--- src/design/prlv_pkg.sv ---
// Shared types, constants and register codes for the particle radius pipeline.
package prlv_pkg;

	localparam int GROUP_W  = 32;
	localparam int TYPE_W   = 8;
	localparam int VOL_W    = 40;
	localparam int LI_W     = 32;
	localparam int COEF_W   = 32;
	localparam int RAD_W    = 32;
	localparam int ROOT_W   = 28;
	localparam int ROOT_SQ_W = 2 * ROOT_W;
	localparam int X_W      = 3 * ROOT_W;
	localparam int K_W      = 30;
	localparam int VOL_LO_W = 20;
	localparam int VOL_HI_W = VOL_W - VOL_LO_W;
	localparam int X_FRAC_SHIFT = 12;

	localparam int FRONT_STAGES = 4;
	localparam int ROOT_STAGES  = ROOT_W;
	localparam int NUM_STAGES   = FRONT_STAGES + ROOT_STAGES;

	localparam int CFG_IDX_W  = 3;
	localparam int CFG_DATA_W = 32;

	localparam logic [CFG_IDX_W-1:0] REG_GROUP_SELECT        = 3'd0;
	localparam logic [CFG_IDX_W-1:0] REG_ACTIVE_TYPE         = 3'd1;
	localparam logic [CFG_IDX_W-1:0] REG_CARBON_TYPE         = 3'd2;
	localparam logic [CFG_IDX_W-1:0] REG_ACTIVE_MOLAR_VOLUME = 3'd3;
	localparam logic [CFG_IDX_W-1:0] REG_CARBON_MOLAR_VOLUME = 3'd4;

	localparam logic [GROUP_W-1:0] RST_GROUP_SELECT        = 32'd1;
	localparam logic [TYPE_W-1:0]  RST_ACTIVE_TYPE         = 8'd1;
	localparam logic [TYPE_W-1:0]  RST_CARBON_TYPE         = 8'd2;
	localparam logic [COEF_W-1:0]  RST_ACTIVE_MOLAR_VOLUME = 32'd101658185;
	localparam logic [COEF_W-1:0]  RST_CARBON_MOLAR_VOLUME = 32'd82723419;

	// round(2^32 * 3 / (4 * pi))
	localparam logic [K_W-1:0] RADIUS_K = 30'd1025347913;

	localparam logic [VOL_W-1:0] VOL_MAX = {VOL_W{1'b1}};

	typedef struct packed {
		logic [GROUP_W-1:0] group_mask;
		logic [TYPE_W-1:0]  particle_type;
		logic [VOL_W-1:0]   base_volume;
		logic [LI_W-1:0]    lithium_amount;
		logic               last_particle;
	} particle_t;

	typedef struct packed {
		logic               updated;
		logic [VOL_W-1:0]   new_volume;
		logic [RAD_W-1:0]   new_radius;
		logic               last_out;
	} result_t;

	typedef struct packed {
		logic [GROUP_W-1:0] group_select;
		logic [TYPE_W-1:0]  active_type;
		logic [TYPE_W-1:0]  carbon_type;
		logic [COEF_W-1:0]  active_molar_volume;
		logic [COEF_W-1:0]  carbon_molar_volume;
	} cfg_t;

	// Cube root working set carried down the root stages
	typedef struct packed {
		logic                 upd;
		logic                 last;
		logic [VOL_W-1:0]     vol;
		logic [X_W-1:0]       rem;
		logic [ROOT_W-1:0]    y;
		logic [ROOT_SQ_W-1:0] y2;
	} root_t;

endpackage

--- src/design/prlv_cbrt_stage.sv ---
// One restoring cube root step: fixes one result bit from three radicand bits.
module prlv_cbrt_stage #(
	parameter int SHIFT = 0
) (
	input  logic            clk,
	input  logic            arst_n,
	input  logic            en,
	input  logic            in_v,
	input  prlv_pkg::root_t in_d,
	output logic            out_v,
	output prlv_pkg::root_t out_d
);
	import prlv_pkg::*;

	localparam int B_W = ROOT_SQ_W + 3;

	logic                 vld_s1;
	root_t                dat_s1;

	logic [ROOT_W-1:0]    yn;
	logic [ROOT_SQ_W-1:0] yn2;
	logic [ROOT_SQ_W:0]   t;
	logic [B_W-1:0]       b;
	logic [X_W-1:0]       hi;
	logic                 take;
	root_t                nxt;

	always_comb begin
		yn   = {in_d.y[ROOT_W-2:0], 1'b0};
		yn2  = {in_d.y2[ROOT_SQ_W-3:0], 2'b00};
		t    = {1'b0, yn2} + {{(ROOT_SQ_W-ROOT_W+1){1'b0}}, yn};
		// 3*(y^2 + y) + 1 for the doubled y
		b    = {2'b00, t} + {1'b0, t, 1'b0} + {{(B_W-1){1'b0}}, 1'b1};
		hi   = in_d.rem >> SHIFT;
		take = hi >= {{(X_W-B_W){1'b0}}, b};
		nxt  = in_d;
		if (take) begin
			nxt.rem = in_d.rem - ({{(X_W-B_W){1'b0}}, b} << SHIFT);
			nxt.y   = yn + {{(ROOT_W-1){1'b0}}, 1'b1};
			nxt.y2  = yn2 + {{(ROOT_SQ_W-ROOT_W-1){1'b0}}, yn, 1'b0}
				+ {{(ROOT_SQ_W-1){1'b0}}, 1'b1};
		end else begin
			nxt.y   = yn;
			nxt.y2  = yn2;
		end
	end

	always_ff @(posedge clk or negedge arst_n) begin
		if (!arst_n) begin
			vld_s1 <= 1'b0;
		end else if (en) begin
			vld_s1 <= in_v;
		end
	end

	always_ff @(posedge clk) begin
		if (en && in_v) begin
			dat_s1 <= nxt;
		end
	end

	assign out_v = vld_s1;
	assign out_d = dat_s1;

endmodule

--- config.mk ---
export PLATFORM = sky130hd
export DESIGN_NAME = prlv_cbrt_stage
export DESIGN_NICKNAME = d
export VERILOG_FILES = /design/src/design/prlv_pkg.sv /design/src/design/prlv_cbrt_stage.sv
export SDC_FILE = /design/constraint.sdc
export NUM_CORES = 1
export LEC_CHECK = 0
export BUFFER_PORTS_ARGS = -buffer_cell sky130_fd_sc_hd__buf_2
export CELL_PAD_IN_SITES_DETAIL_PLACEMENT = 1
export CELL_PAD_IN_SITES_GLOBAL_PLACEMENT = 1
export CORE_AREA = 2 2 209 211
export DETAILED_ROUTE_END_ITERATION = 10
export DIE_AREA = 0 0 211 213
export GPL_TIMING_DRIVEN = 1
export MAX_ROUTING_LAYER = met4
export PLACE_DENSITY = 0.78
export SETUP_SLACK_MARGIN = 0.15
export SYNTH_ARGS = -nofsm -noshare
export SYNTH_HDL_FRONTEND = slang
export SYNTH_SLANG_ARGS = --single-unit
--- constraint.sdc ---
create_clock -name clk -period 0.85 [get_ports clk]
set_input_delay 0.0425 -clock clk [delete_from_list [all_inputs] [get_ports clk]]
set_output_delay 0.0425 -clock clk [all_outputs]
set_load 0.02 [all_outputs]
==> results.cfg, run 1 <==
[logic_synthesis]
synth-compound-area-share_pct = 21.1
syn_avg_cell_area_um2 = 9.34
synth_top_family_by_area = compound AO/OA/AOI/OAI gates
synth.top_cell.area_share_pct = 35.1
ys.flop_type = edfxtp_1
synth_area_um2 = 17800
synth_edf_count = 208
synthSimpleGateAreaFrac_pct = 15.5
synthAdderAreaFrac_pct = 12.3
syn_inst = 1905
ys_ff_latch = 209
synth-async-reset-ratio_pct = 0.478
yosys_warnings = 0
synth_area_leader_cell = edfxtp_1
ys_types = 76
synthTopCellsByArea = edfxtp_1 35%, ha_1 12%, a21oi_1 6.4%
synth-seq-area-share_pct = 35.3
muxShareOfSynthArea_pct = 1.82
synth_xor_area_share_pct = 11.3
syn_nets = 2292

[placement]
portBuffers = 420
dp_slack_ns = -7.44
post-dp-hpwl_um = 66400
place_congestion = 0.936

[die]
die_x_um = 211
initial_core_util_pct = 41.7
row_count = 76
die_y_um = 213
io_pins = 425

[cts]
clock_path_buffers = 3
clock-sinks = 209
hold_buffers = 148
htree_num_levels = 1
postCtsSetupBuffers = 55
cts_resized = 418
ctsRootBufferMaster = clkbuf_16
cts_buffers = 25

[run_status]
firstError = [ERROR DPL-0033] detailed placement checks failed during check placement.
stop_stage = 4_1_cts
status = aborted with a tool error
-- cell families after synthesis --
logic type	after synthesis
compound gates	598
other cells	1
buf+inv	103
flops	209
fa+ha+maj	173
mux	22
simple gates	570
xor+xnor	229
-- cells in the mapped netlist (17+ instances only) --
library cell  number
o21a_1            23
xnor2_1          124
nand4_1           29
mux2_4            20
nand2_1          120
edfxtp_1         208
inv_1             49
o21ai_0           97
nor3_1            39
o21bai_1          23
nor4_1            17
a21oi_1          226
xor2_1           105
and3_1            34
nor2b_1           20
nand3_1           42
a21o_1           105
a211oi_1          23
ha_1             169
nor2_1           191
nand2b_1          22
clkbuf_1          31
-- stage by stage --
step                utilization, %  setup TNS, ns  cells  instance area, µm²  hold WS, ns
floorplan                        -       -1082.23   1905               18100       -0.253
global placement              61.8        -995.73   3585               26400       -0.178
detailed placement            61.8       -1048.65   3585               26400       -0.176
==> inputs of run 2 (changes only) <==
Settings changed: CELL_PAD_IN_SITES_DETAIL_PLACEMENT 1 to unset, CELL_PAD_IN_SITES_GLOBAL_PLACEMENT 1 to unset, CORE_AREA 2 2 209 211 to 2 2 214 216, DIE_AREA 0 0 211 213 to 0 0 216 218, MAX_ROUTING_LAYER met4 to unset, PLACE_DENSITY 0.78 to unset, PLACE_DENSITY_LB_ADDON set to 0.15, SETUP_SLACK_MARGIN 0.15 to unset.
==> run 2 against run 1 <==
  * The flow now finishes, with violations (hold timing, setup timing)
  * Synthesized cell count unchanged
  * Area after synthesis unchanged
==> results.cfg, run 2 <==
[run_status]
status = complete, but fails checks
violations = hold timing, setup timing

[cts]
clock-sinks = 209
ctsRootBufferMaster = clkbuf_16
clock_latency_ns = 0.56
path_clk_slew_ns = 0.06
cts_buffers = 25
hold_buffers = 202
cts_tree = built
clock_path_buffers = 3
htree_num_levels = 1

[cells_and_area]
final_area_um2 = 31800
area_growth_pct = 78.6
mostFrequentLayoutCell = buf_4
fill_cells = 3414
drive_above_1_share_pct = 47.0
nets = 3737
largest_reg_flops = 208
most-common-layout-cells = 804 x buf_4, 365 x buf_2, 208 x edfxtp_1

[logic_synthesis]
ys.flop_type = edfxtp_1
synth_area_leader_cell = edfxtp_1
syn_avg_cell_area_um2 = 9.34
synth-seq-area-share_pct = 35.3
synthTopCellsByArea = edfxtp_1 35%, ha_1 12%, a21oi_1 6.4%
ys_types = 76
synthTopCellsByCount = 226 x a21oi_1, 208 x edfxtp_1, 191 x nor2_1
synth.top_cell.area_share_pct = 35.1
yosys_warnings = 0
synth_area_um2 = 17800
synth_most_common_cell = a21oi_1
syn_nets = 2292
synth-async-reset-ratio_pct = 0.478
ys_ff_latch = 209
synth_edf_count = 208
syn_inst = 1905

[timing]
slew_headroom_pct = 64.5
skew_ns = 0
setup-tns-final_ns = -952.51
finalSetupViolCount = 555
hold_slack_ns = -0.0176
slew_violations = 0
rsz0062_at_grt = yes
post-route-worst-setup-slack_ns = -6.26
period_minus_slack_ns = 7.11
tightest_slew_ns = 0.528
hold_viol_final = 1
fin_crit_sh_pct = 837
fmax_ghz = 0.141

[global_routing]
grt_max_degree = 25
met2_usage_pct = 46.8
grt_pass1_vias = 20245
antenna_found_initial = 5
grt_util_met1_pct = 38.1
grt_busiest_layer = met2
track_usage_pct = 27.9
overflow = 0
grt_pass1_wl_um = 106000
grt_util_met3_pct = 3.18

[placement]
dp_slack_ns = -7.17
post-dp-hpwl_um = 52500
placed_cell_area_um2 = 26400
place_congestion = 0.944
portBuffers = 420

[route]
vias_per_cell = 5.14
vias = 20434
dr.pass1.iters = 5
totalWireLength_um = 71100
drc_errors = 0
drtAntennaViolNets = 0
avgRoutedWirePerCell_um = 17.9
detail_route.iter0.violations = 1171

[power_and_ir_drop]
p_int_mw = 45.0
p_sw_mw = 29.2
switching_share_pct = 39.3
p_per_area_nw_per_um2 = 2330
vdd_drop_max_v = 0.00181
seqPwrFrac_pct = 19.9
p_comb_share_pct = 65.9
clkPwrFrac_pct = 14.2
p_leak_nw = 14.7

[worst_setup_path]
crit_top_cell = buf_4
r2r-start = out_v
arrival_ns = 7.42
r2r_cells = 1
cpMaxStageDelayCell = or4_4
cp_max_fo = 8
crit_type = in -> reg
start_kind = primary input
rr_endpoint = out_v
critPathCaptureType = register
reg2reg_slack_ns = 0.01
worstPathRequired_ns = 1.16
critical_path.max_stage_delay_ns = 0.53

[min_path]
min_delay_path_depth = 3
min-delay-path-class = in -> reg
worstHoldStart = in_d[84]
worstHoldEndpoint = out_d[85]

[die]
die_x_um = 216
io_pins = 425
initial_core_util_pct = 39.6
die_y_um = 218
core_um2 = 44900
row_count = 78
die_area_um2 = 47100

[flow_run]
drv_cap = 0
[run 2: cell counts after synthesis]
No cell type changed its count.
[run 2: metal layers]
| layer | part of all wire, % | up-vias |
|---|---|---|
| li1 | - | 10002 |
| met1 | 45 | 9612 |
| met2 | 47 | 684 |
| met3 | 5.6 | 136 |
| met4 | 3.1 | 0 |
| met5 | 0 | - |
[run 2: critical path, delay by kind of cell]
family / cells / cell delay, ns
mux: 1 / 0.30
xor+xnor: 1 / 0.15
fa+ha+maj: 3 / 0.90
compound gates: 16 / 2.60
buf+inv: 10 / 1.45
simple gates: 9 / 1.92
[run 2: cell type report]
type | count | area, µm² | share of cell area (%)
Antenna cell | 3 | 7.51 | 0.0236
Clock buffer | 28 | 637 | 2.00
Inverter | 49 | 186 | 0.587
Multi-Input combinational cell | 1593 | 12500 | 39.5
Sequential cell | 209 | 6270 | 19.7
Tap cell | 600 | 751 | 2.36
Timing Repair Buffer | 1472 | 11200 | 35.4
Clock inverter | 18 | 141 | 0.445
[run 2: worst max-delay path by stage]
stage             start         end  slack (ns)
2_1_floorplan   in_d[0]  out_d[103]       -6.25
3_3_place_gp    in_d[1]   out_d[35]       -7.15
3_5_place_dp    in_d[1]   out_d[35]       -7.17
4_1_cts        in_d[57]  out_d[167]       -6.24
5_1_grt         in_d[0]  out_d[167]       -6.61
6_report        in_d[7]    out_d[9]       -6.26
[run 2: kinds of logic (layout without fill, tap and decap cells)]
kind of cell             after synthesis  in the layout  share of synthesized area, %
other                                  1              4                        0.0211
flip-flops                           209            209                          35.3
adder cells (fa/ha/maj)              173            173                          12.3
multiplexers                          22             22                          1.82
AO/OA/AOI/OAI                        598            598                          21.1
buffers and inverters                103           1567                          2.74
AND/OR/NAND/NOR                      570            570                          15.5
XOR/XNOR                             229            229                          11.3
[run 2: power groups by stage]
stage	sequential (mW)	combinational [mW]	clock, mW
floorplan	16.8	22.7	0
global placement	14.8	44.1	0
detailed placement	14.8	44.6	0
CTS	14.7	46.4	10.6
global route	14.9	52.9	11.1
finish	14.8	48.8	10.6
[run 2: stage by stage]
step                      instances  power (mW)  util, %
after detailed placement       3636        59.5     58.9
after CTS                      3934        71.7     67.4
after floorplan                1905        39.5        -
after global placement         3636        58.9     58.9
final                          3972        74.2     70.8
after global routing           3972        78.9     70.8
[run 2: what timing repair did]
item,4_1_cts,5_1_grt
endpoints found under the hold margin,201,1
pin swaps,56,67
resized for setup,124,301
cloned,3,4
setup endpoints to repair,349,552
setup buffers,48,33
Power figures use the tool's default switching activity.
