--- src/design/prlv_pkg.sv ---
// Shared types, constants and register codes for the particle radius pipeline.
package prlv_pkg;

	localparam int GROUP_W  = 32;
	localparam int TYPE_W   = 8;
	localparam int VOL_W    = 40;
	localparam int LI_W     = 32;
	localparam int COEF_W   = 32;
	localparam int RAD_W    = 32;
	localparam int ROOT_W   = 28;
	localparam int ROOT_SQ_W = 2 * ROOT_W;
	localparam int X_W      = 3 * ROOT_W;
	localparam int K_W      = 30;
	localparam int VOL_LO_W = 20;
	localparam int VOL_HI_W = VOL_W - VOL_LO_W;
	localparam int X_FRAC_SHIFT = 12;

	localparam int FRONT_STAGES = 4;
	localparam int ROOT_STAGES  = ROOT_W;
	localparam int NUM_STAGES   = FRONT_STAGES + ROOT_STAGES;

	localparam int CFG_IDX_W  = 3;
	localparam int CFG_DATA_W = 32;

	localparam logic [CFG_IDX_W-1:0] REG_GROUP_SELECT        = 3'd0;
	localparam logic [CFG_IDX_W-1:0] REG_ACTIVE_TYPE         = 3'd1;
	localparam logic [CFG_IDX_W-1:0] REG_CARBON_TYPE         = 3'd2;
	localparam logic [CFG_IDX_W-1:0] REG_ACTIVE_MOLAR_VOLUME = 3'd3;
	localparam logic [CFG_IDX_W-1:0] REG_CARBON_MOLAR_VOLUME = 3'd4;

	localparam logic [GROUP_W-1:0] RST_GROUP_SELECT        = 32'd1;
	localparam logic [TYPE_W-1:0]  RST_ACTIVE_TYPE         = 8'd1;
	localparam logic [TYPE_W-1:0]  RST_CARBON_TYPE         = 8'd2;
	localparam logic [COEF_W-1:0]  RST_ACTIVE_MOLAR_VOLUME = 32'd101658185;
	localparam logic [COEF_W-1:0]  RST_CARBON_MOLAR_VOLUME = 32'd82723419;

	// round(2^32 * 3 / (4 * pi))
	localparam logic [K_W-1:0] RADIUS_K = 30'd1025347913;

	localparam logic [VOL_W-1:0] VOL_MAX = {VOL_W{1'b1}};

	typedef struct packed {
		logic [GROUP_W-1:0] group_mask;
		logic [TYPE_W-1:0]  particle_type;
		logic [VOL_W-1:0]   base_volume;
		logic [LI_W-1:0]    lithium_amount;
		logic               last_particle;
	} particle_t;

	typedef struct packed {
		logic               updated;
		logic [VOL_W-1:0]   new_volume;
		logic [RAD_W-1:0]   new_radius;
		logic               last_out;
	} result_t;

	typedef struct packed {
		logic [GROUP_W-1:0] group_select;
		logic [TYPE_W-1:0]  active_type;
		logic [TYPE_W-1:0]  carbon_type;
		logic [COEF_W-1:0]  active_molar_volume;
		logic [COEF_W-1:0]  carbon_molar_volume;
	} cfg_t;

	// Cube root working set carried down the root stages
	typedef struct packed {
		logic                 upd;
		logic                 last;
		logic [VOL_W-1:0]     vol;
		logic [X_W-1:0]       rem;
		logic [ROOT_W-1:0]    y;
		logic [ROOT_SQ_W-1:0] y2;
	} root_t;

endpackage

--- src/design/prlv_front.sv ---
// Front stages: qualify, coefficient product, saturating add, volume scaling.
module prlv_front (
	input  logic                                clk,
	input  logic                                arst_n,
	input  prlv_pkg::cfg_t                      cfg,
	input  logic                                in_v,
	input  prlv_pkg::particle_t                 particle,
	input  logic [prlv_pkg::FRONT_STAGES:1]     en,
	output logic [prlv_pkg::FRONT_STAGES:1]     vld,
	output prlv_pkg::root_t                     root
);
	import prlv_pkg::*;

	logic                      vld_s1, vld_s2, vld_s3, vld_s4;
	logic                      upd_s1, upd_s2, upd_s3, upd_s4;
	logic                      last_s1, last_s2, last_s3, last_s4;
	logic [VOL_W-1:0]          v0_s1;
	logic [2*COEF_W-1:0]       prod_s1;
	logic [VOL_W-1:0]          vol_s2, vol_s3, vol_s4;
	logic [VOL_HI_W+K_W-1:0]   ph_s3;
	logic [VOL_LO_W+K_W-1:0]   pl_s3;
	logic [X_W-1:0]            x_s4;

	logic                      grp_hit, is_active, is_carbon;
	logic [COEF_W-1:0]         coef;
	logic [VOL_W:0]            vol_sum;
	logic [VOL_HI_W+K_W+VOL_LO_W-1:0] vk;

	assign grp_hit   = |(particle.group_mask & cfg.group_select);
	assign is_active = particle.particle_type == cfg.active_type;
	assign is_carbon = particle.particle_type == cfg.carbon_type;
	assign coef      = is_active ? cfg.active_molar_volume : cfg.carbon_molar_volume;

	assign vol_sum = {1'b0, v0_s1} + {1'b0, prod_s1[2*COEF_W-1:24]};

	assign vk = {ph_s3, {VOL_LO_W{1'b0}}} + {{VOL_HI_W{1'b0}}, pl_s3};

	always_ff @(posedge clk or negedge arst_n) begin
		if (!arst_n) begin
			vld_s1 <= 1'b0;
			vld_s2 <= 1'b0;
			vld_s3 <= 1'b0;
			vld_s4 <= 1'b0;
		end else begin
			if (en[1]) vld_s1 <= in_v;
			if (en[2]) vld_s2 <= vld_s1;
			if (en[3]) vld_s3 <= vld_s2;
			if (en[4]) vld_s4 <= vld_s3;
		end
	end

	always_ff @(posedge clk) begin
		if (en[1] && in_v) begin
			upd_s1  <= grp_hit && (is_active || is_carbon);
			last_s1 <= particle.last_particle;
			v0_s1   <= particle.base_volume;
			prod_s1 <= coef * particle.lithium_amount;
		end
		if (en[2] && vld_s1) begin
			upd_s2  <= upd_s1;
			last_s2 <= last_s1;
			vol_s2  <= vol_sum[VOL_W] ? VOL_MAX : vol_sum[VOL_W-1:0];
		end
		if (en[3] && vld_s2) begin
			upd_s3  <= upd_s2;
			last_s3 <= last_s2;
			vol_s3  <= vol_s2;
			ph_s3   <= vol_s2[VOL_W-1:VOL_LO_W] * RADIUS_K;
			pl_s3   <= vol_s2[VOL_LO_W-1:0] * RADIUS_K;
		end
		if (en[4] && vld_s3) begin
			upd_s4  <= upd_s3;
			last_s4 <= last_s3;
			vol_s4  <= vol_s3;
			x_s4    <= {{(X_W-X_FRAC_SHIFT-$bits(vk)){1'b0}}, vk, {X_FRAC_SHIFT{1'b0}}};
		end
	end

	assign vld = {vld_s4, vld_s3, vld_s2, vld_s1};

	always_comb begin
		root.upd  = upd_s4;
		root.last = last_s4;
		root.vol  = vol_s4;
		root.rem  = x_s4;
		root.y    = '0;
		root.y2   = '0;
	end

endmodule

--- config.mk ---
export PLATFORM = sky130hd
export DESIGN_NAME = prlv_front
export DESIGN_NICKNAME = d
export VERILOG_FILES = /design/src/design/prlv_pkg.sv /design/src/design/prlv_front.sv
export SDC_FILE = /design/constraint.sdc
export NUM_CORES = 2
export LEC_CHECK = 0
export ABC_CLOCK_PERIOD_IN_PS = 9000
export BUFFER_PORTS_ARGS = -buffer_cell sky130_fd_sc_hd__buf_2
export CAP_MARGIN = 20
export CORE_MARGIN = 5
export CORE_UTILIZATION = 64
export DETAILED_ROUTE_END_ITERATION = 8
export PLACE_DENSITY = 0.89
export SYNTH_ARGS = -nofsm -noshare
export SYNTH_HDL_FRONTEND = slang
export SYNTH_SLANG_ARGS = --single-unit
--- constraint.sdc ---
create_clock -name clk -period 9 [get_ports clk]
set_input_delay 1.8 -clock clk [delete_from_list [all_inputs] [get_ports clk]]
set_output_delay 1.8 -clock clk [all_outputs]
set_load 0.02 [all_outputs]
# After elaboration in Yosys (flattened, before gate mapping)

Index checks and enable logic that the tools add are counted.

Div/mod/pow operators: 0
Shift-type cells: 0
Magnitude comparators: 0
$mul: 3
Add/sub/neg operators: 2
Reduce and logical (&&, ||, !) cells: 7
Equal/unequal tests: 2
Muxes and demuxes: 1
Bitwise operators: 1

Operators by type and width:

| kind                     | number |
|---|---|
| $mul A20 B30 Y50 const B | 2 |
| $add A70 B50 Y70         | 1 |
| $mul A32 B32 Y64         | 1 |
| $add A40 B40 Y41         | 1 |
| $and A32 B32 Y32         | 1 |
| $mux W32                 | 1 |
| $reduce_or A32 Y1        | 1 |
| $eq A8 B8 Y1             | 2 |
| $logic_and A1 B1 Y1      | 5 |
| $logic_or A1 B1 Y1       | 1 |

Output and inout port bits: 214
Memories kept: 0
RAM bits: 0
Bits of input ports: 232
Bits in registers: 406
Latch bits: 0
ROM bits: 0

# Logic depth before layout (Yosys ltp)

Depth in word-level cells: 3
Mapped depth: 33
Depth with buffers taken out: 30

# Worst setup path after synthesis

OpenSTA, ideal clock, no wires.

Path kind: in2reg
From: input port cfg[74] in the netlist's numbering
To: register prod_s1[62] (data pin)
Library setup time: 0.258 ns
Cell stages on the path: 28
Arrival time: 10.039 ns
Path slack: -1.296 ns
Path through: xnor2_1 > nand4_2 > nor2_1 > clkbuf_1 > mux2_2 > clkbuf_1 > and2_1 > fa_1 > fa_1 > inv_1 > fa_1 > fa_1 > inv_1 > fa_1 > fa_1 > fa_1 > fa_1 > ha_1 > buf_4 > nand4_1 > or4_4 > a2111oi_2 > nor3_2 > a2111oi_1 > a21oi_1 > o31a_1 > o21ai_1 > xnor2_1

Word-level cells in the longest chain between the ends: 3

RTL lines:

| item                   | RTL line         | text |
|---|---|---|
| start: declaration     | prlv_front.sv:5  | `input prlv_pkg::cfg_t cfg,` |
| $eq A8 B8 Y1           | prlv_front.sv:30 | `assign is_active = particle.particle_type == cfg.active_type;` |
| $mux W32               | prlv_front.sv:32 | `assign coef = is_active ? cfg.active_molar_volume : cfg.carbon_molar_volume;` |
| $mul A32 B32 Y64       | prlv_front.sv:57 | `prod_s1 <= coef * particle.lithium_amount;` |
| end signal: assignment | prlv_front.sv:57 |  |
| end: declaration       | prlv_front.sv:18 | `logic [2*COEF_W-1:0] prod_s1;` |

Every way passes these cells.
A chain may end at the register's enable or synchronous reset.

# Worst setup path in the final report

From: input port cfg[79] in the netlist's numbering
To: register prod_s1[63] (data pin)

Same word-level chain as after synthesis.

==> flow_summary.rst <==
.. list-table::
   :header-rows: 1

   * - Metric
     - Value
   * - Library cell appearing most often on the critical path
     - sky130_fd_sc_hd__fa_1
   * - Count of unique library cells instantiated by Yosys
     - between 80 and 90
   * - Placed inst area
     - 74400 um2
   * - Relative max-transition margin
     - 0.303
   * - Layout cells sized above 1
     - 0.137
   * - Hold crit path type
     - flip-flop to flip-flop
   * - Status
     - finished with violations
   * - Core Region
     - 107000 um2
   * - Critical path class
     - input pin to flip-flop
   * - Delay of the slowest cell on the worst path
     - about 0.54 ns
   * - Height of the chip
     - 339 um
   * - Met3 wire length
     - around 18000 um
   * - Clock-pin slew on the worst setup and hold paths
     - 0.09 ns
   * - Initial cell density of the core
     - 0.645
   * - Average cell area after synthesis
     - 10.2 um2
   * - Crit path max fanout
     - 7
   * - Flop and latch count out of synthesis
     - 373
   * - Final setup skew
     - between 0.03 and 0.04 ns
   * - Final critical path time including I/O delays and setup
     - 9.99 ns
   * - Async SR Flop Fraction
     - 0.0107
   * - Part of the Yosys area used for sequential elements
     - 0.162
   * - Met2 Wirelength
     - approximately 90000 um
   * - Upper clock frequency limit
     - 100 MHz
   * - Crit-path slowest cell
     - sky130_fd_sc_hd__fa_1
   * - Gate Count Post-Synth
     - 6785
   * - Post-route standard cell area excluding fillers
     - 76800 um2
   * - Combined global-route utilization of all metal layers
     - 0.326
   * - Count of endpoints failing hold in the final timing report
     - 0
   * - Family with the most delay on the worst path
     - adder cells
   * - Number of placement rows
     - 120
   * - Buffer type at the clock tree root
     - sky130_fd_sc_hd__clkbuf_16
   * - Required arrival time at the worst endpoint
     - roughly 9.3 ns
   * - # DRC
     - 0
   * - Fill cells
     - 7365
   * - Grt total ovfl
     - 0
   * - Vias in the first global route
     - 55100
   * - Total vias in the final route
     - 50300
   * - Worst hold stages
     - 0
   * - 1st-pass router iterations
     - 6
   * - Violations in the final reports
     - setup timing
   * - CTS hold repair buffers
     - 0
   * - Fraction of the cycle the final worst path needs
     - 1.11
   * - Crit path launch type
     - input pin
   * - Sum of net half-perimeters after detailed placement
     - about 160000 um
   * - Top flip-flop cell by instance count after synthesis
     - sky130_fd_sc_hd__edfxtp_1
   * - RSZ-0062 raised after global routing
     - true
   * - CTS Buf Count
     - 34
   * - WP depth
     - 35
   * - Detailed router's first-iteration violation count
     - just over 4000
   * - Clock net sink count
     - approximately 370
   * - Clock latency on the worst-skew pair
     - 0.57 ns
   * - Post-synth EDFFs
     - 369
   * - # setup viols final
     - 39
   * - Antenna violations before repair
     - 10
   * - DR top layer
     - met5
   * - Number of nets with antenna violations after routing
     - 0
   * - Worst path arrival time
     - 10.28 ns
   * - Maximum root-to-sink buffer count
     - 3
   * - Die Footprint
     - 115000 um2
   * - Final Max Slew Viols
     - 0
   * - Count of buffers from port buffering
     - 347
   * - Number of max-cap violations
     - 0
   * - Global-route wire length before repair
     - about 300000 um
   * - Routed wire length per instance
     - 21.4 um
   * - Routed metal-1 wire length
     - 71600 um
   * - Fin worst setup slack
     - -0.987 ns
   * - Boundary Pins
     - 446
   * - Via-per-instance ratio
     - 5.74
   * - Count of yosys warnings during synthesis
     - 0
   * - Die extent in x
     - 339 um
   * - Minimum hold slack
     - 0.401 ns
   * - P&R area growth vs syn
     - 11.2%
   * - Area taken by flip-flops and latches
     - 11200 um2
   * - H-tree level count
     - 2
   * - Total Routed Length
     - 187000 um
   * - CTS tree
     - yes
   * - Largest net degree at the start of global routing
     - 71
   * - Total Negative Setup Slacks
     - -28.77 ns
   * - Placer congestion estimate
     - 1.01
   * - Number of nets at the end of the flow
     - 9648
   * - Post-Syn Area
     - about 70000 um2
   * - R2R depth
     - 22
   * - Endpoint kind of the worst setup timing path
     - flip-flop
   * - Buf/Inv on CP
     - 11
   * - Worst Max-Slew Pin Slew
     - roughly 1.0 ns
   * - Area used by multi-input combinational logic
     - 52100 um2
-- routing by layer --
| layer | up-vias | GRT usage |
|---|---|---|
| met2 | 2473 | 0.541 |
| met5 | - | 0 |
| met3 | 557 | 0.0755 |
| met4 | 6 | 0.128 |
| li1 | 22100 | - |
| met1 | 25200 | 0.420 |
-- path summary, 6_finish.rpt --
| path | end | from | slack [ns] |
|---|---|---|---|
| worst min register to register | last_s2$_DFFE_PP_ | last_s1$_DFFE_PP_ | 0.40 |
| max in group asynchronous | vld_s4$_DFFE_PN0P_ | arst_n | 7.82 |
| worst max register to register | ph_s3[48]$_DFFE_PP_ | vol_s2[23]$_SDFFCE_PP1P_ | 1.42 |
| worst max-delay path | prod_s1[63]$_DFFE_PP_ | cfg[79] | -0.99 |
| worst min-delay path | last_s2$_DFFE_PP_ | last_s1$_DFFE_PP_ | 0.40 |
| min in group asynchronous | vld_s1$_DFFE_PN0P_ | arst_n | 1.05 |
-- cell usage in the layout, fill, tap and decap left out, drive strengths merged, types with 53 or more instances in the layout --
cell / Yosys / routed
a21o: 135 / 135
a21oi: 200 / 200
and2: 616 / 616
buf: 112 / 744
conb: 1 / 98
edfxtp: 369 / 369
fa: 1277 / 1277
ha: 810 / 810
inv: 1476 / 1478
nand2: 562 / 562
nand3: 53 / 53
nor2: 117 / 117
o21ai: 102 / 102
xnor2: 153 / 153
xor2: 66 / 66
-- cell usage after synthesis (all sizes together), types with 23 or more instances --
cell type / instances / area, um2
nand2b: 26 / 163
a21o: 135 / 1010
xor2: 66 / 578
edfxtp: 369 / 11100
o21bai: 33 / 248
a31oi: 23 / 150
nand3: 53 / 265
buf: 112 / 830
nor2: 117 / 439
o21a: 27 / 204
a21oi: 200 / 1000
and2: 616 / 3850
fa: 1277 / 25600
inv: 1476 / 5540
nand4: 37 / 238
mux2: 37 / 417
nor3: 47 / 240
nand2: 562 / 2110
and3: 35 / 219
clkbuf: 229 / 860
o21ai: 102 / 522
xnor2: 153 / 1340
ha: 810 / 10100
-- state kept, by name, summed over array words and instances, names as in the netlist --
name and flops:
last_s4 1, vol_s2 40, v0_s1 40, vol_s3 40, pl_s3 47, prod_s1 40, x_s4 67, last_s2 1
upd_s1 1, vld_s2 1, ph_s3 47, vld_s4 1, last_s1 1, vol_s4 40, upd_s4 1, vld_s3 1
upd_s2 1, upd_s3 1, vld_s1 1, last_s3 1
-- through the flow --
stage | util | cells | worst slack, ns
5_1_grt | 0.716 | 8763 | -1.22
2_1_floorplan | - | 6882 | -0.832
4_1_cts | 0.713 | 8749 | -0.901
3_3_place_gp | 0.694 | 8657 | -1.62
3_5_place_dp | 0.694 | 8657 | -1.73
6_report | 0.716 | 8763 | -0.987
-- repair_timing --
action,CTS,global route
setup endpoints to repair,40,40
resized for setup,124,60
cloned,7,2
setup buffers,27,8
pin swaps,36,24
-- logic make-up (layout without fill, tap and decap cells) --
| logic type | after synthesis | after routing | synth area share |
|---|---|---|---|
| muxes | 46 | 53 | 0.00733 |
| buffers and inverters | 1817 | 2282 | 0.105 |
| AOI/OAI and AO/OA | 680 | 680 | 0.0658 |
| other | 1 | 104 | 0.0000543 |
| xor gates and xnor gates | 219 | 219 | 0.0278 |
| DFF | 373 | 373 | 0.162 |
| and+or+nand+nor | 1562 | 1562 | 0.116 |
| adders and majority gates | 2087 | 2087 | 0.517 |
-- worst reg2reg max path: stages (launching register included) --
cell and delay, ns:
sky130_fd_sc_hd__edfxtp_1 0.69, sky130_fd_sc_hd__fa_1 0.70, sky130_fd_sc_hd__inv_1 0.07, sky130_fd_sc_hd__fa_1 0.50, sky130_fd_sc_hd__inv_1 0.06, sky130_fd_sc_hd__ha_1 0.31
sky130_fd_sc_hd__fa_1 0.51, sky130_fd_sc_hd__inv_1 0.06, sky130_fd_sc_hd__fa_1 0.54, sky130_fd_sc_hd__inv_1 0.05, sky130_fd_sc_hd__fa_1 0.50, sky130_fd_sc_hd__ha_1 0.32
sky130_fd_sc_hd__ha_1 0.38, sky130_fd_sc_hd__nand3_1 0.16, sky130_fd_sc_hd__nor3_1 0.52, sky130_fd_sc_hd__nand2_1 0.09, sky130_fd_sc_hd__a21oi_1 0.36, sky130_fd_sc_hd__nor2_1 0.17
sky130_fd_sc_hd__o311a_1 0.43, sky130_fd_sc_hd__a211o_1 0.30, sky130_fd_sc_hd__o21ai_0 0.29, sky130_fd_sc_hd__a41oi_1 0.19, sky130_fd_sc_hd__xnor2_1 0.16
-- layout make-up --
class                      instances  share of cell area
multi-input combinational       4699               0.678
antenna                            6            0.000196
clock inverter                    21             0.00285
tap                             1403              0.0229
inverter                        1476              0.0721
timing repair buffer             745              0.0666
sequential                       373               0.146
clock buffer                      40              0.0116
Power is not shown: default switching activity piles up to over one toggle a cycle in this logic, so the estimate is an artifact.
