[src/design/prlv_pkg.sv]
// Shared types, constants and register codes for the particle radius pipeline.
package prlv_pkg;

	localparam int GROUP_W  = 32;
	localparam int TYPE_W   = 8;
	localparam int VOL_W    = 40;
	localparam int LI_W     = 32;
	localparam int COEF_W   = 32;
	localparam int RAD_W    = 32;
	localparam int ROOT_W   = 28;
	localparam int ROOT_SQ_W = 2 * ROOT_W;
	localparam int X_W      = 3 * ROOT_W;
	localparam int K_W      = 30;
	localparam int VOL_LO_W = 20;
	localparam int VOL_HI_W = VOL_W - VOL_LO_W;
	localparam int X_FRAC_SHIFT = 12;

	localparam int FRONT_STAGES = 4;
	localparam int ROOT_STAGES  = ROOT_W;
	localparam int NUM_STAGES   = FRONT_STAGES + ROOT_STAGES;

	localparam int CFG_IDX_W  = 3;
	localparam int CFG_DATA_W = 32;

	localparam logic [CFG_IDX_W-1:0] REG_GROUP_SELECT        = 3'd0;
	localparam logic [CFG_IDX_W-1:0] REG_ACTIVE_TYPE         = 3'd1;
	localparam logic [CFG_IDX_W-1:0] REG_CARBON_TYPE         = 3'd2;
	localparam logic [CFG_IDX_W-1:0] REG_ACTIVE_MOLAR_VOLUME = 3'd3;
	localparam logic [CFG_IDX_W-1:0] REG_CARBON_MOLAR_VOLUME = 3'd4;

	localparam logic [GROUP_W-1:0] RST_GROUP_SELECT        = 32'd1;
	localparam logic [TYPE_W-1:0]  RST_ACTIVE_TYPE         = 8'd1;
	localparam logic [TYPE_W-1:0]  RST_CARBON_TYPE         = 8'd2;
	localparam logic [COEF_W-1:0]  RST_ACTIVE_MOLAR_VOLUME = 32'd101658185;
	localparam logic [COEF_W-1:0]  RST_CARBON_MOLAR_VOLUME = 32'd82723419;

	// round(2^32 * 3 / (4 * pi))
	localparam logic [K_W-1:0] RADIUS_K = 30'd1025347913;

	localparam logic [VOL_W-1:0] VOL_MAX = {VOL_W{1'b1}};

	typedef struct packed {
		logic [GROUP_W-1:0] group_mask;
		logic [TYPE_W-1:0]  particle_type;
		logic [VOL_W-1:0]   base_volume;
		logic [LI_W-1:0]    lithium_amount;
		logic               last_particle;
	} particle_t;

	typedef struct packed {
		logic               updated;
		logic [VOL_W-1:0]   new_volume;
		logic [RAD_W-1:0]   new_radius;
		logic               last_out;
	} result_t;

	typedef struct packed {
		logic [GROUP_W-1:0] group_select;
		logic [TYPE_W-1:0]  active_type;
		logic [TYPE_W-1:0]  carbon_type;
		logic [COEF_W-1:0]  active_molar_volume;
		logic [COEF_W-1:0]  carbon_molar_volume;
	} cfg_t;

	// Cube root working set carried down the root stages
	typedef struct packed {
		logic                 upd;
		logic                 last;
		logic [VOL_W-1:0]     vol;
		logic [X_W-1:0]       rem;
		logic [ROOT_W-1:0]    y;
		logic [ROOT_SQ_W-1:0] y2;
	} root_t;

endpackage

[src/design/prlv_cfg_regs.sv]
// Configuration register file with plain write port.
module prlv_cfg_regs (
	input  logic                           clk,
	input  logic                           arst_n,
	input  logic                           cfg_we,
	input  logic [prlv_pkg::CFG_IDX_W-1:0]  cfg_index,
	input  logic [prlv_pkg::CFG_DATA_W-1:0] cfg_data,
	output prlv_pkg::cfg_t                 cfg
);
	import prlv_pkg::*;

	cfg_t cfg_q;

	always_ff @(posedge clk or negedge arst_n) begin
		if (!arst_n) begin
			cfg_q.group_select        <= RST_GROUP_SELECT;
			cfg_q.active_type         <= RST_ACTIVE_TYPE;
			cfg_q.carbon_type         <= RST_CARBON_TYPE;
			cfg_q.active_molar_volume <= RST_ACTIVE_MOLAR_VOLUME;
			cfg_q.carbon_molar_volume <= RST_CARBON_MOLAR_VOLUME;
		end else if (cfg_we) begin
			unique case (cfg_index)
				REG_GROUP_SELECT:        cfg_q.group_select        <= cfg_data;
				REG_ACTIVE_TYPE:         cfg_q.active_type         <= cfg_data[TYPE_W-1:0];
				REG_CARBON_TYPE:         cfg_q.carbon_type         <= cfg_data[TYPE_W-1:0];
				REG_ACTIVE_MOLAR_VOLUME: cfg_q.active_molar_volume <= cfg_data;
				REG_CARBON_MOLAR_VOLUME: cfg_q.carbon_molar_volume <= cfg_data;
				default: ; // drop writes to unused indexes
			endcase
		end
	end

	assign cfg = cfg_q;

endmodule

[config.mk]
export PLATFORM = sky130hd
export DESIGN_NAME = prlv_cfg_regs
export DESIGN_NICKNAME = d
export VERILOG_FILES = /design/src/design/prlv_pkg.sv /design/src/design/prlv_cfg_regs.sv
export SDC_FILE = /design/constraint.sdc
export NUM_CORES = 1
export LEC_CHECK = 0
export ABC_AREA = 1
export ABC_CLOCK_PERIOD_IN_PS = 800
export BUFFER_PORTS_ARGS = -buffer_cell sky130_fd_sc_hd__buf_2
export CORE_AREA = 2 2 144 111
export CTS_BUF_LIST = sky130_fd_sc_hd__clkbuf_16
export CTS_CLUSTER_DIAMETER = 40
export DETAILED_ROUTE_END_ITERATION = 8
export DIE_AREA = 0 0 146 113
export PLACE_DENSITY = 0.49
export SETUP_SLACK_MARGIN = 0.15
export SYNTH_ARGS = -nofsm -noshare
export SYNTH_HDL_FRONTEND = slang
export SYNTH_SLANG_ARGS = --single-unit
[constraint.sdc]
create_clock -name clk -period 0.8 [get_ports clk]
set_input_delay 0.16 -clock clk [delete_from_list [all_inputs] [get_ports clk]]
set_output_delay 0.16 -clock clk [all_outputs]
set_load 0.02 [all_outputs]
==> Yosys cells after proc, flatten, opt, wreduce, memory -nomap -nowiden <==
Cells that the tools add are included.
{ "totals": {"inputBits": 38, "wordCells": 15, "ff_bits": 112, "out_inout_bits": 112} }
{ "classes": {"n_reduce_logical": 6, "eq_ne": 4} }
{ "ops": {"columns": ["cell", "count"], "rows": [
  ["$reduce_and 2->1", 5],
  ["$eq 3x2->1 const B", 2],
  ["$eq 3x1->1 const B", 1],
  ["$eq 3x3->1 const B", 1],
  ["$logic_not 3->1", 1]
]} }

==> Logic depth before layout (Yosys ltp) <==
Gate-level depths: netlist of run 1.
{ "depth": {"word_depth": 2, "depth_mapped": 6, "ltp_nobuf": 5} }

==> Worst setup path before layout of run 1 <==
OpenSTA, ideal clock, no wires.
{ "synth_timing": {"kind": "in2reg", "from": "input port cfg_we", "to": "register cfg_q (netlist bit cfg[64])", "path_buffers": 1, "required_ns": 0.683, "path_stages": 6, "t_arrival_ns": 0.722, "path_slack_ns": -0.039, "setup_ns": 0.117, "cell_sequence": "inv_2 nor2_4 buf_2 nand2_2 nand2_1 nand2_1"} }
{ "synth_via": {"elab_chain_cells": 1} }
{ "synth_rtl": {"columns": ["element", "line", "rtl"], "rows": [
  ["from (decl)", "prlv_cfg_regs.sv:5", "input logic cfg_we,"],
  ["$reduce_and 2->1 (no source line)", null, null],
  ["to (decl)", "prlv_cfg_regs.sv:12", "cfg_t cfg_q;"]
]} }
No other way between the ends.
A chain may end at the register's enable or synchronous reset.

==> Final worst setup path of run 1 <==
{ "layout_timing": {"from": "register cfg_q (netlist bit cfg[4])", "to": "output port cfg[4] (netlist name)"} }
{ "layout_lines": {"columns": ["element", "line", "rtl"], "rows": [
  ["to (decl)", "prlv_cfg_regs.sv:8", "output prlv_pkg::cfg_t cfg"]
]} }
No word-level cell between the ends.

==> qor.log, run 1 <==
[run_status] status finished with violations
[run_status] violations in the final reports setup timing
[drt] first-iteration detailed-routing DRC count 198
[logic_synthesis] post-synthesis sequential area ratio 63.9%
[power_and_ir_drop] maximum vdd ir drop 1.01 mV
[logic_synthesis] average instance area after synthesis 8.99 µm²
[die] Core Box Area 15000 µm²
[clocking] Clock Pin Slew Worst Setup and Hold Paths 0.07 ns
[timing] Achievable Freq 831 MHz
[timing] final setup violation count 233
[logic_synthesis] cell type with the largest total area after synthesis dfrtp_1
[die] starting utilization of the core area 29.6%
[global_route] maximum number of pins on one net before global-route repair 52
[clocking] CTS Buf Count 9
[global_route] first-pass GRT wire length 24.0 mm
[clocking] number of sinks on the clock net 112
[clocking] CTS Buffer Depth 2
[global_route] Overall Global Routing Usage 18.8%
[drt] first-pass iteration count of the detailed router 4
[global_route] overall overflow remaining after global route 0
[logic_synthesis] Synth area leaders dfrtp_1, nand2_1, dfstp_2, nand3_1, buf_2
[clocking] later-pin clock latency in the skew report 0.35 ns
[finish] total number of nets in the final design 765
[power_and_ir_drop] Total Power 0.0200 W
[clocking] root buffer cell clkbuf_16
[flow_run] Max Cap Violations 0
[worst_setup_path] cell family with most CP delay flip-flops
[die] num ports 150
[worst_setup_path] Buffers & Inverters on Critical Path 1
[placement] Placer Congestion 0.798
[timing] number of slew-limit violations in the final report 0
[logic_synthesis] number of register bits inferred by synthesis 112
[placement] count of buffers inserted at the top-level ports 149
[timing] Worst Tran Pin Value 0.488 ns
[placement] total half-perimeter wirelength after legalization and detailed placement 9.34 mm
[logic_synthesis] post-synth net total 532
[placement] dpl cell area 5790 µm²
[worst_setup_path] Setup Crit Path Kind flip-flop to primary output
[logic_synthesis] cell area after synthesis 4440 µm²
[worst_setup_path] endpoint kind of the worst setup timing path primary output
[worst_setup_path] critical path, cell by cell buf_6
[global_route] initial antenna violation count 0
[logic_synthesis] post-synthesis cell count 494
[timing] Final Hold Fails 0
[clocking] maximum level of the CTS H-tree 3
[drt] wire per inst 19.2 µm
[clocking] clock tree from TritonCTS done
[finish] proportion of layout cells with a drive suffix above 1 62.0%
[worst_setup_path] highest fanout seen on the critical path 2
[drt] Final Routed Wirelength 18.0 mm
[timing] post-route clock skew 0 ns
[worst_setup_path] Critical Path Slowest Stage Cell dfstp_2
[worst_setup_path] WP data required 0.64 ns
[power_and_ir_drop] total power per unit cell area 2340 nW/µm²
[drt] vias per cell 4.68
[timing] total negative slack -45.53 ns
[finish] layout overhead on the synthesized area 92.2%
[die] Die Span Y 113 µm
[logic_synthesis] number of warnings printed during yosys synthesis 0
[power_and_ir_drop] Lkg Pwr 4.18 nW
[drt] Antenna Violating Nets Remaining 0
[finish] max reg flops 112
[timing] unrepaired setup endpoints after global routing yes
[global_route] number of global-route vias before repair 4345
[finish] count of inserted antenna diode cells 0
[timing] setup slack of the critical path after layout -0.403 ns
[worst_setup_path] largest stage delay on the critical path 0.56 ns
[timing] final period utilization 150%
[die] num rows 39
[worst_hold_path] Hold/Removal Path Class input port to flip-flop
[drt] number of remaining DRC errors 0
[die] die span in x 146 µm
[worst_setup_path] arrival time reported for the critical path endpoint 1.04 ns
[timing] minimum clock period 1.20 ns
[worst_setup_path] Critical Path Start Type flip-flop
[timing] worst max-slew margin expressed relative to the limit 67.3%
[timing] Min Hold Slack 0.0254 ns
[die] Die Footprint 16500 µm²
[logic_synthesis] area share of the largest cell type after synthesis 46.2%
[finish] design area 8540 µm²
[logic_synthesis] post-synthesis cell type count 13
[drt] vias post-DR 4387
layer usage:
layer,share of wire [%],global-route usage (%)
met1,45,25.7
met2,46,28.7
met3,7.5,5.93
met4,1.5,6.21
met5,0,0
report_power, final:
group | switching, W | internal, W | total (W)
Sequential | 0.00110 | 0.00695 | 0.00805
Clock | 0.00208 | 0.00270 | 0.00478
Combinational | 0.00336 | 0.00382 | 0.00719
Total | 0.00655 | 0.0135 | 0.0200
through the flow:
stage,utilization [%],cells,setup slack (ns)
global placement,38.5,848,-0.232
finish,56.8,937,-0.403
global route,56.8,937,-0.432
detailed placement,38.5,848,-0.249
CTS,48.0,895,-0.410
floorplan,-,494,0.0106
synthesized netlist by cell type:
cell type and n:
buf_1 2, buf_2 18, buf_4 7, dfrtp_1 82
dfstp_2 30, inv_1 5, inv_2 1, nand2_1 262
nand2_2 2, nand3_1 80, nor2_1 1, nor2_2 3
nor2_4 1
cell families after synthesis:
group                  Yosys count  synth area share, %
AND/OR/NAND/NOR                349                 32.2
buffers and inverters           33                 3.89
flip-flops                     112                 63.9
worst paths after layout:
kind                                startpoint                  end  slack, ns  cells past startpoint
setup reg to reg           cfg[18]$_DFFE_PN1P_  cfg[18]$_DFFE_PN1P_      -0.10                      4
max in group asynchronous               arst_n  cfg[19]$_DFFE_PN1P_      -0.19                      3
hold / removal                    cfg_data[25]  cfg[57]$_DFFE_PN1P_       0.03                      3
min in group asynchronous               arst_n  cfg[23]$_DFFE_PN1P_       0.61                      2
hold reg to reg            cfg[58]$_DFFE_PN1P_  cfg[58]$_DFFE_PN1P_       0.46                      2
setup / recovery            cfg[4]$_DFFE_PN1P_               cfg[4]      -0.40                      1
layout by cell type (no fill, tap or decap):
| master | n |
|---|---|
| buf_6 | 164 |
| nand2_1 | 147 |
| nand2_2 | 87 |
| dfrtp_1 | 79 |
| nand3_1 | 44 |
| nand3_2 | 34 |
| buf_2 | 32 |
| dfstp_2 | 30 |
| nand2_4 | 25 |
| clkbuf_16 | 22 |
| buf_12 | 14 |
| buf_4 | 13 |
| buf_16 | 6 |
| buf_8 | 6 |
| nor2_4 | 5 |
| nand2_8 | 5 |
| inv_1 | 5 |
| dfrtp_2 | 3 |
| inv_4 | 2 |
| nand3_4 | 2 |
| clkinv_1 | 2 |
| bufinv_16 | 2 |
| inv_2 | 1 |
| clkinv_2 | 1 |
| dlygate4sd3_1 | 1 |
repair_timing:
action                     in CTS  in global routing
hold endpoints to repair       84                 84
hold buffers                    1                  1
setup endpoints to repair     166                334
gates resized for setup       253                220
gates cloned                    4                 18
buffers inserted               26                 24
pin swaps                      51                 92
area by class of cell:
type,count,area [µm²]
Tap cell,205,256
Timing Repair Buffer,249,2980
Inverter,6,27.5
Multi-Input combinational cell,349,2130
Clock buffer,9,225
Clock inverter,7,80.1
Sequential cell,112,2840
Fill cell,1310,6490
(Power assumes the default switching activity.)
==> run 2: changes to the inputs <==
CELL_PAD_IN_SITES_DETAIL_PLACEMENT = 1   (was default)
CELL_PAD_IN_SITES_GLOBAL_PLACEMENT = 1   (was default)
GPL_TIMING_DRIVEN = 0   (was default)
PLACE_DENSITY = 0.63   (was 0.49)
==> qor.log, run 2 (synthesis gave the netlist of run 1 again) <==
[run_status] status finished with violations
[run_status] violations in the final reports hold timing, setup timing
[timing] Worst Tran Pin Value 0.559 ns
[clocking] root buffer cell clkbuf_16
[placement] count of buffers inserted at the top-level ports 149
[worst_setup_path] cell family with most CP delay flip-flops
[die] Core Box Area 15000 µm²
[timing] worst max-slew margin expressed relative to the limit 62.8%
[timing] setup slack of the critical path after layout -0.407 ns
[placement] Placer Congestion 0.734
[clocking] CTS Buffer Depth 2
[die] starting utilization of the core area 29.6%
[clocking] maximum level of the CTS H-tree 3
[timing] post-route clock skew 0 ns
[power_and_ir_drop] Lkg Pwr 4.23 nW
[global_route] maximum number of pins on one net before global-route repair 58
[finish] count of inserted antenna diode cells 0
[timing] total negative slack -34.34 ns
[finish] max reg flops 112
[timing] Final Hold Fails 38
[worst_setup_path] highest fanout seen on the critical path 2
[global_route] Overall Global Routing Usage 21.0%
[drt] Antenna Violating Nets Remaining 0
[worst_setup_path] largest stage delay on the critical path 0.56 ns
[worst_setup_path] Buffers & Inverters on Critical Path 1
[global_route] number of global-route vias before repair 4809
[drt] vias per cell 4.72
[drt] number of remaining DRC errors 0
[drt] first-pass iteration count of the detailed router 4
[global_route] overall overflow remaining after global route 0
[power_and_ir_drop] maximum vdd ir drop 1.09 mV
[timing] minimum clock period 1.21 ns
[global_route] initial antenna violation count 0
[die] num rows 39
[worst_setup_path] endpoint kind of the worst setup timing path primary output
[timing] unrepaired setup endpoints after global routing yes
[worst_hold_path] Hold/Removal Path Class input port to asynchronous set/reset pin
[power_and_ir_drop] total power per unit cell area 2340 nW/µm²
[flow_run] Max Cap Violations 0
[finish] layout overhead on the synthesized area 94.6%
[clocking] later-pin clock latency in the skew report 0.36 ns
[clocking] Clock Pin Slew Worst Setup and Hold Paths 0.08 ns
[clocking] clock tree from TritonCTS done
[timing] Achievable Freq 829 MHz
[timing] final period utilization 151%
[timing] final setup violation count 125
[worst_setup_path] Critical Path Start Type flip-flop
[die] num ports 150
[worst_setup_path] Critical Path Slowest Stage Cell dfstp_2
[die] Die Footprint 16500 µm²
[finish] fraction of the core area covered by cells at the end of the flow 57.5%
[global_route] first-pass GRT wire length 26.8 mm
[die] Die Span Y 113 µm
[clocking] CTS Buf Count 9
[finish] top library cells by usage in the layout, fill and taps aside buf_6, nand2_1, nand2_2
[drt] vias post-DR 4522
[finish] most common cell after layout, fill and taps aside buf_6
[finish] total number of nets in the final design 786
[clocking] number of sinks on the clock net 112
[finish] proportion of layout cells with a drive suffix above 1 64.0%
[worst_setup_path] WP data required 0.64 ns
[timing] number of slew-limit violations in the final report 0
[drt] Final Routed Wirelength 18.5 mm
[timing] Min Hold Slack -0.240 ns
[worst_setup_path] critical path, cell by cell buf_6
[drt] wire per inst 19.3 µm
[worst_setup_path] Setup Crit Path Kind flip-flop to primary output
[die] die span in x 146 µm
[placement] total half-perimeter wirelength after legalization and detailed placement 10.5 mm
[drt] first-iteration detailed-routing DRC count 189
[worst_setup_path] arrival time reported for the critical path endpoint 1.05 ns
## run 2: metrics by stage
stage | area, µm² | hold slack [ns] | setup slack (ns) | std cells | total power [W]
after floorplan | 4620 | -0.136 | 0.0106 | 494 | 0.0100
after global placement | 5620 | 0.393 | -1.97 | 848 | 0.0118
after detailed placement | 5650 | 0.281 | -0.475 | 849 | 0.0119
after CTS | 7740 | -0.220 | -0.404 | 918 | 0.0190
after global routing | 8640 | -0.210 | -0.425 | 958 | 0.0211
final | 8640 | -0.240 | -0.407 | 958 | 0.0202
## run 2: cell type report
| cell class | instances | area (µm²) |
|---|---|---|
| fill | 1610 | 6380 |
| sequential | 112 | 2840 |
| timing repair buffer | 243 | 2730 |
| multi-input combinational | 349 | 2110 |
| buffer | 27 | 374 |
| tap | 205 | 256 |
| clock buffer | 9 | 225 |
| clock inverter | 7 | 75.1 |
| inverter | 6 | 27.5 |
## run 2: path summary, 6_finish.rpt
kind,startpoint,to,slack (ns),cells past startpoint
min in group clk,cfg_data[25],cfg[57]$_DFFE_PN1P_,0.03,3
max in group asynchronous,arst_n,cfg[38]$_DFFE_PN1P_,0.30,2
max,cfg[41]$_DFFE_PN1P_,cfg[41],-0.41,1
max reg2reg,cfg[41]$_DFFE_PN1P_,cfg[41]$_DFFE_PN1P_,-0.09,4
min reg2reg,cfg[21]$_DFFE_PN1P_,cfg[21]$_DFFE_PN1P_,0.47,2
min,arst_n,cfg[55]$_DFFE_PN0P_,-0.24,1
## run 2: layer usage
metal,share of wire (%),routed length (µm),GRT usage (%)
met1,41,7620,26.3
met2,52,9660,36.7
met3,5.9,1100,5.85
met4,0.77,143,4.27
met5,0,0,0
## run 2: what timing repair did
action / CTS / global route
resized for setup: 355 / 163
setup endpoints to repair: 252 / 223
hold endpoints to repair: 38 / 38
pin swaps: 72 / 78
cloned: 8 / 4
setup buffers: 45 / 36
## run 2: where the power goes
part           switching [W]  total [W]  leakage, nW  internal [W]
logic                0.00355    0.00759         2.75       0.00404
clock network        0.00220    0.00464        0.143       0.00244
registers            0.00104    0.00798         1.34       0.00695
==> run 3: changes to the inputs <==
MAX_ROUTING_LAYER = met4   (was default)
==> qor.log, run 3 (synthesis gave the netlist of run 1 again) <==
[clocking] Clock Pin Slew Worst Setup and Hold Paths 0.08 ns
[timing] Achievable Freq 825 MHz
[power_and_ir_drop] combinational fraction of design power 37.5%
[die] starting utilization of the core area 29.6%
[timing] Final Hold Fails 38
[global_route] overall overflow remaining after global route 0
[finish] proportion of layout cells with a drive suffix above 1 64.0%
[finish] max reg flops 112
[finish] count of inserted antenna diode cells 0
[finish] most common cell after layout, fill and taps aside buf_6
[finish] design area 8640 µm²
[placement] dpl cell area 5650 µm²
[drt] vias post-DR 4509
[drt] vias per cell 4.71
[finish] fraction of the core area covered by cells at the end of the flow 57.5%
[worst_setup_path] critical path, cell by cell buf_6
[power_and_ir_drop] cell-internal power 0.0134 W
[die] num rows 39
[global_route] first-pass GRT wire length 26.7 mm
[finish] top library cells by usage in the layout, fill and taps aside buf_6, nand2_1, nand2_2
[timing] worst max-slew margin expressed relative to the limit 62.9%
[worst_setup_path] largest stage delay on the critical path 0.57 ns
[timing] post-route clock skew 0 ns
[worst_setup_path] Critical Path Start Type flip-flop
[worst_setup_path] cell family with most CP delay flip-flops
[timing] Min Hold Slack -0.240 ns
[worst_setup_path] arrival time reported for the critical path endpoint 1.05 ns
[worst_setup_path] highest fanout seen on the critical path 2
[drt] wire per inst 19.3 µm
[clocking] later-pin clock latency in the skew report 0.36 ns
[power_and_ir_drop] switching power total 0.00679 W
[clocking] root buffer cell clkbuf_16
[worst_setup_path] Setup Crit Path Kind flip-flop to primary output
[power_and_ir_drop] Total Power 0.0202 W
[die] Core Box Area 15000 µm²
[placement] total half-perimeter wirelength after legalization and detailed placement 10.5 mm
[power_and_ir_drop] part of the power in the clock network 23.0%
[worst_hold_path] Hold/Removal Path Class input port to asynchronous set/reset pin
[power_and_ir_drop] total power per unit cell area 2340 nW/µm²
[power_and_ir_drop] Lkg Pwr 4.23 nW
[finish] layout overhead on the synthesized area 94.6%
[drt] Antenna Violating Nets Remaining 0
[worst_setup_path] Critical Path Slowest Stage Cell dfstp_2
[drt] first-pass iteration count of the detailed router 4
[finish] total number of nets in the final design 786
[timing] final setup violation count 126
[timing] minimum clock period 1.21 ns
[worst_setup_path] endpoint kind of the worst setup timing path primary output
[clocking] number of sinks on the clock net 112
[drt] number of remaining DRC errors 0
[worst_setup_path] WP data required 0.64 ns
[global_route] maximum number of pins on one net before global-route repair 58
[flow_run] Max Cap Violations 0
[placement] count of buffers inserted at the top-level ports 149
[timing] Worst Tran Pin Value 0.557 ns
[power_and_ir_drop] switch share 33.6%
[worst_setup_path] Buffers & Inverters on Critical Path 1
[placement] Placer Congestion 0.743
[clocking] maximum level of the CTS H-tree 3
[drt] Final Routed Wirelength 18.5 mm
[run_status] status finished with violations
[timing] number of slew-limit violations in the final report 0
[global_route] Overall Global Routing Usage 21.7%
[clocking] clock tree from TritonCTS done
[die] Die Span Y 113 µm
[global_route] number of global-route vias before repair 4803
[timing] setup slack of the critical path after layout -0.413 ns
[global_route] initial antenna violation count 0
[timing] unrepaired setup endpoints after global routing yes
[die] num ports 150
[run_status] violations in the final reports hold timing, setup timing
[clocking] CTS Buffer Depth 2
[timing] final period utilization 152%
[clocking] CTS Buf Count 9
[timing] total negative slack -34.56 ns
[drt] first-iteration detailed-routing DRC count 210
[power_and_ir_drop] maximum vdd ir drop 1.09 mV
[die] Die Footprint 16500 µm²
[die] die span in x 146 µm
[power_and_ir_drop] register share of total power 39.5%
-- run 3: cell counts in the layout (fill, tap and decap cells not counted) --
No cell type changed its count.
-- run 3: path summary, 6_finish.rpt --
kind / slack, ns / cells after the start / from / end
max: -0.41 / 1 / cfg[41]$_DFFE_PN1P_ / cfg[41]
min: -0.24 / 1 / arst_n / cfg[55]$_DFFE_PN0P_
max reg2reg: -0.09 / 4 / cfg[41]$_DFFE_PN1P_ / cfg[41]$_DFFE_PN1P_
min reg2reg: 0.47 / 2 / cfg[57]$_DFFE_PN1P_ / cfg[57]$_DFFE_PN1P_
max in group asynchronous: 0.30 / 2 / arst_n / cfg[38]$_DFFE_PN1P_
min in group clk: 0.03 / 3 / cfg_data[25] / cfg[57]$_DFFE_PN1P_
-- run 3: stage by stage --
step           setup slack (ns)  hold slack [ns]  std cells
2_1_floorplan            0.0106           -0.136        494
3_3_place_gp              -1.97            0.393        848
3_5_place_dp             -0.475            0.281        849
4_1_cts                  -0.404           -0.220        918
5_1_grt                  -0.425           -0.209        958
6_report                 -0.413           -0.240        958
-- run 3: timing repair --
| item | in CTS | in global routing |
|---|---|---|
| cloned | 8 | 4 |
| setup endpoints to repair | 252 | 223 |
| resized for setup | 355 | 163 |
| buffers inserted | 45 | 36 |
| pin swaps | 72 | 79 |
| endpoints found under the hold margin | 38 | 38 |
-- run 3: area by class of cell --
cell class	count	area [µm²]
Sequential cell	112	2840
Multi-Input combinational cell	349	2110
Clock inverter	7	75.1
Tap cell	205	256
Buffer	27	374
Inverter	6	27.5
Timing Repair Buffer	243	2730
Clock buffer	9	225
Fill cell	1610	6380
-- run 3: layer usage --
layer	track usage [%]	vias up	wire, µm
li1	-	2059	-
met4	4.27	0	141
met5	-	-	0
met3	5.69	14	1060
met1	26.7	2310	7630
met2	36.4	126	9640
-- run 3: power groups by stage --
stage               registers, W  logic (W)  clock network, W
finish                   0.00798    0.00759           0.00465
global route             0.00811    0.00809           0.00491
CTS                      0.00781    0.00643           0.00475
detailed placement       0.00762    0.00430                 0
global placement         0.00757    0.00419                 0
floorplan                0.00893    0.00108                 0
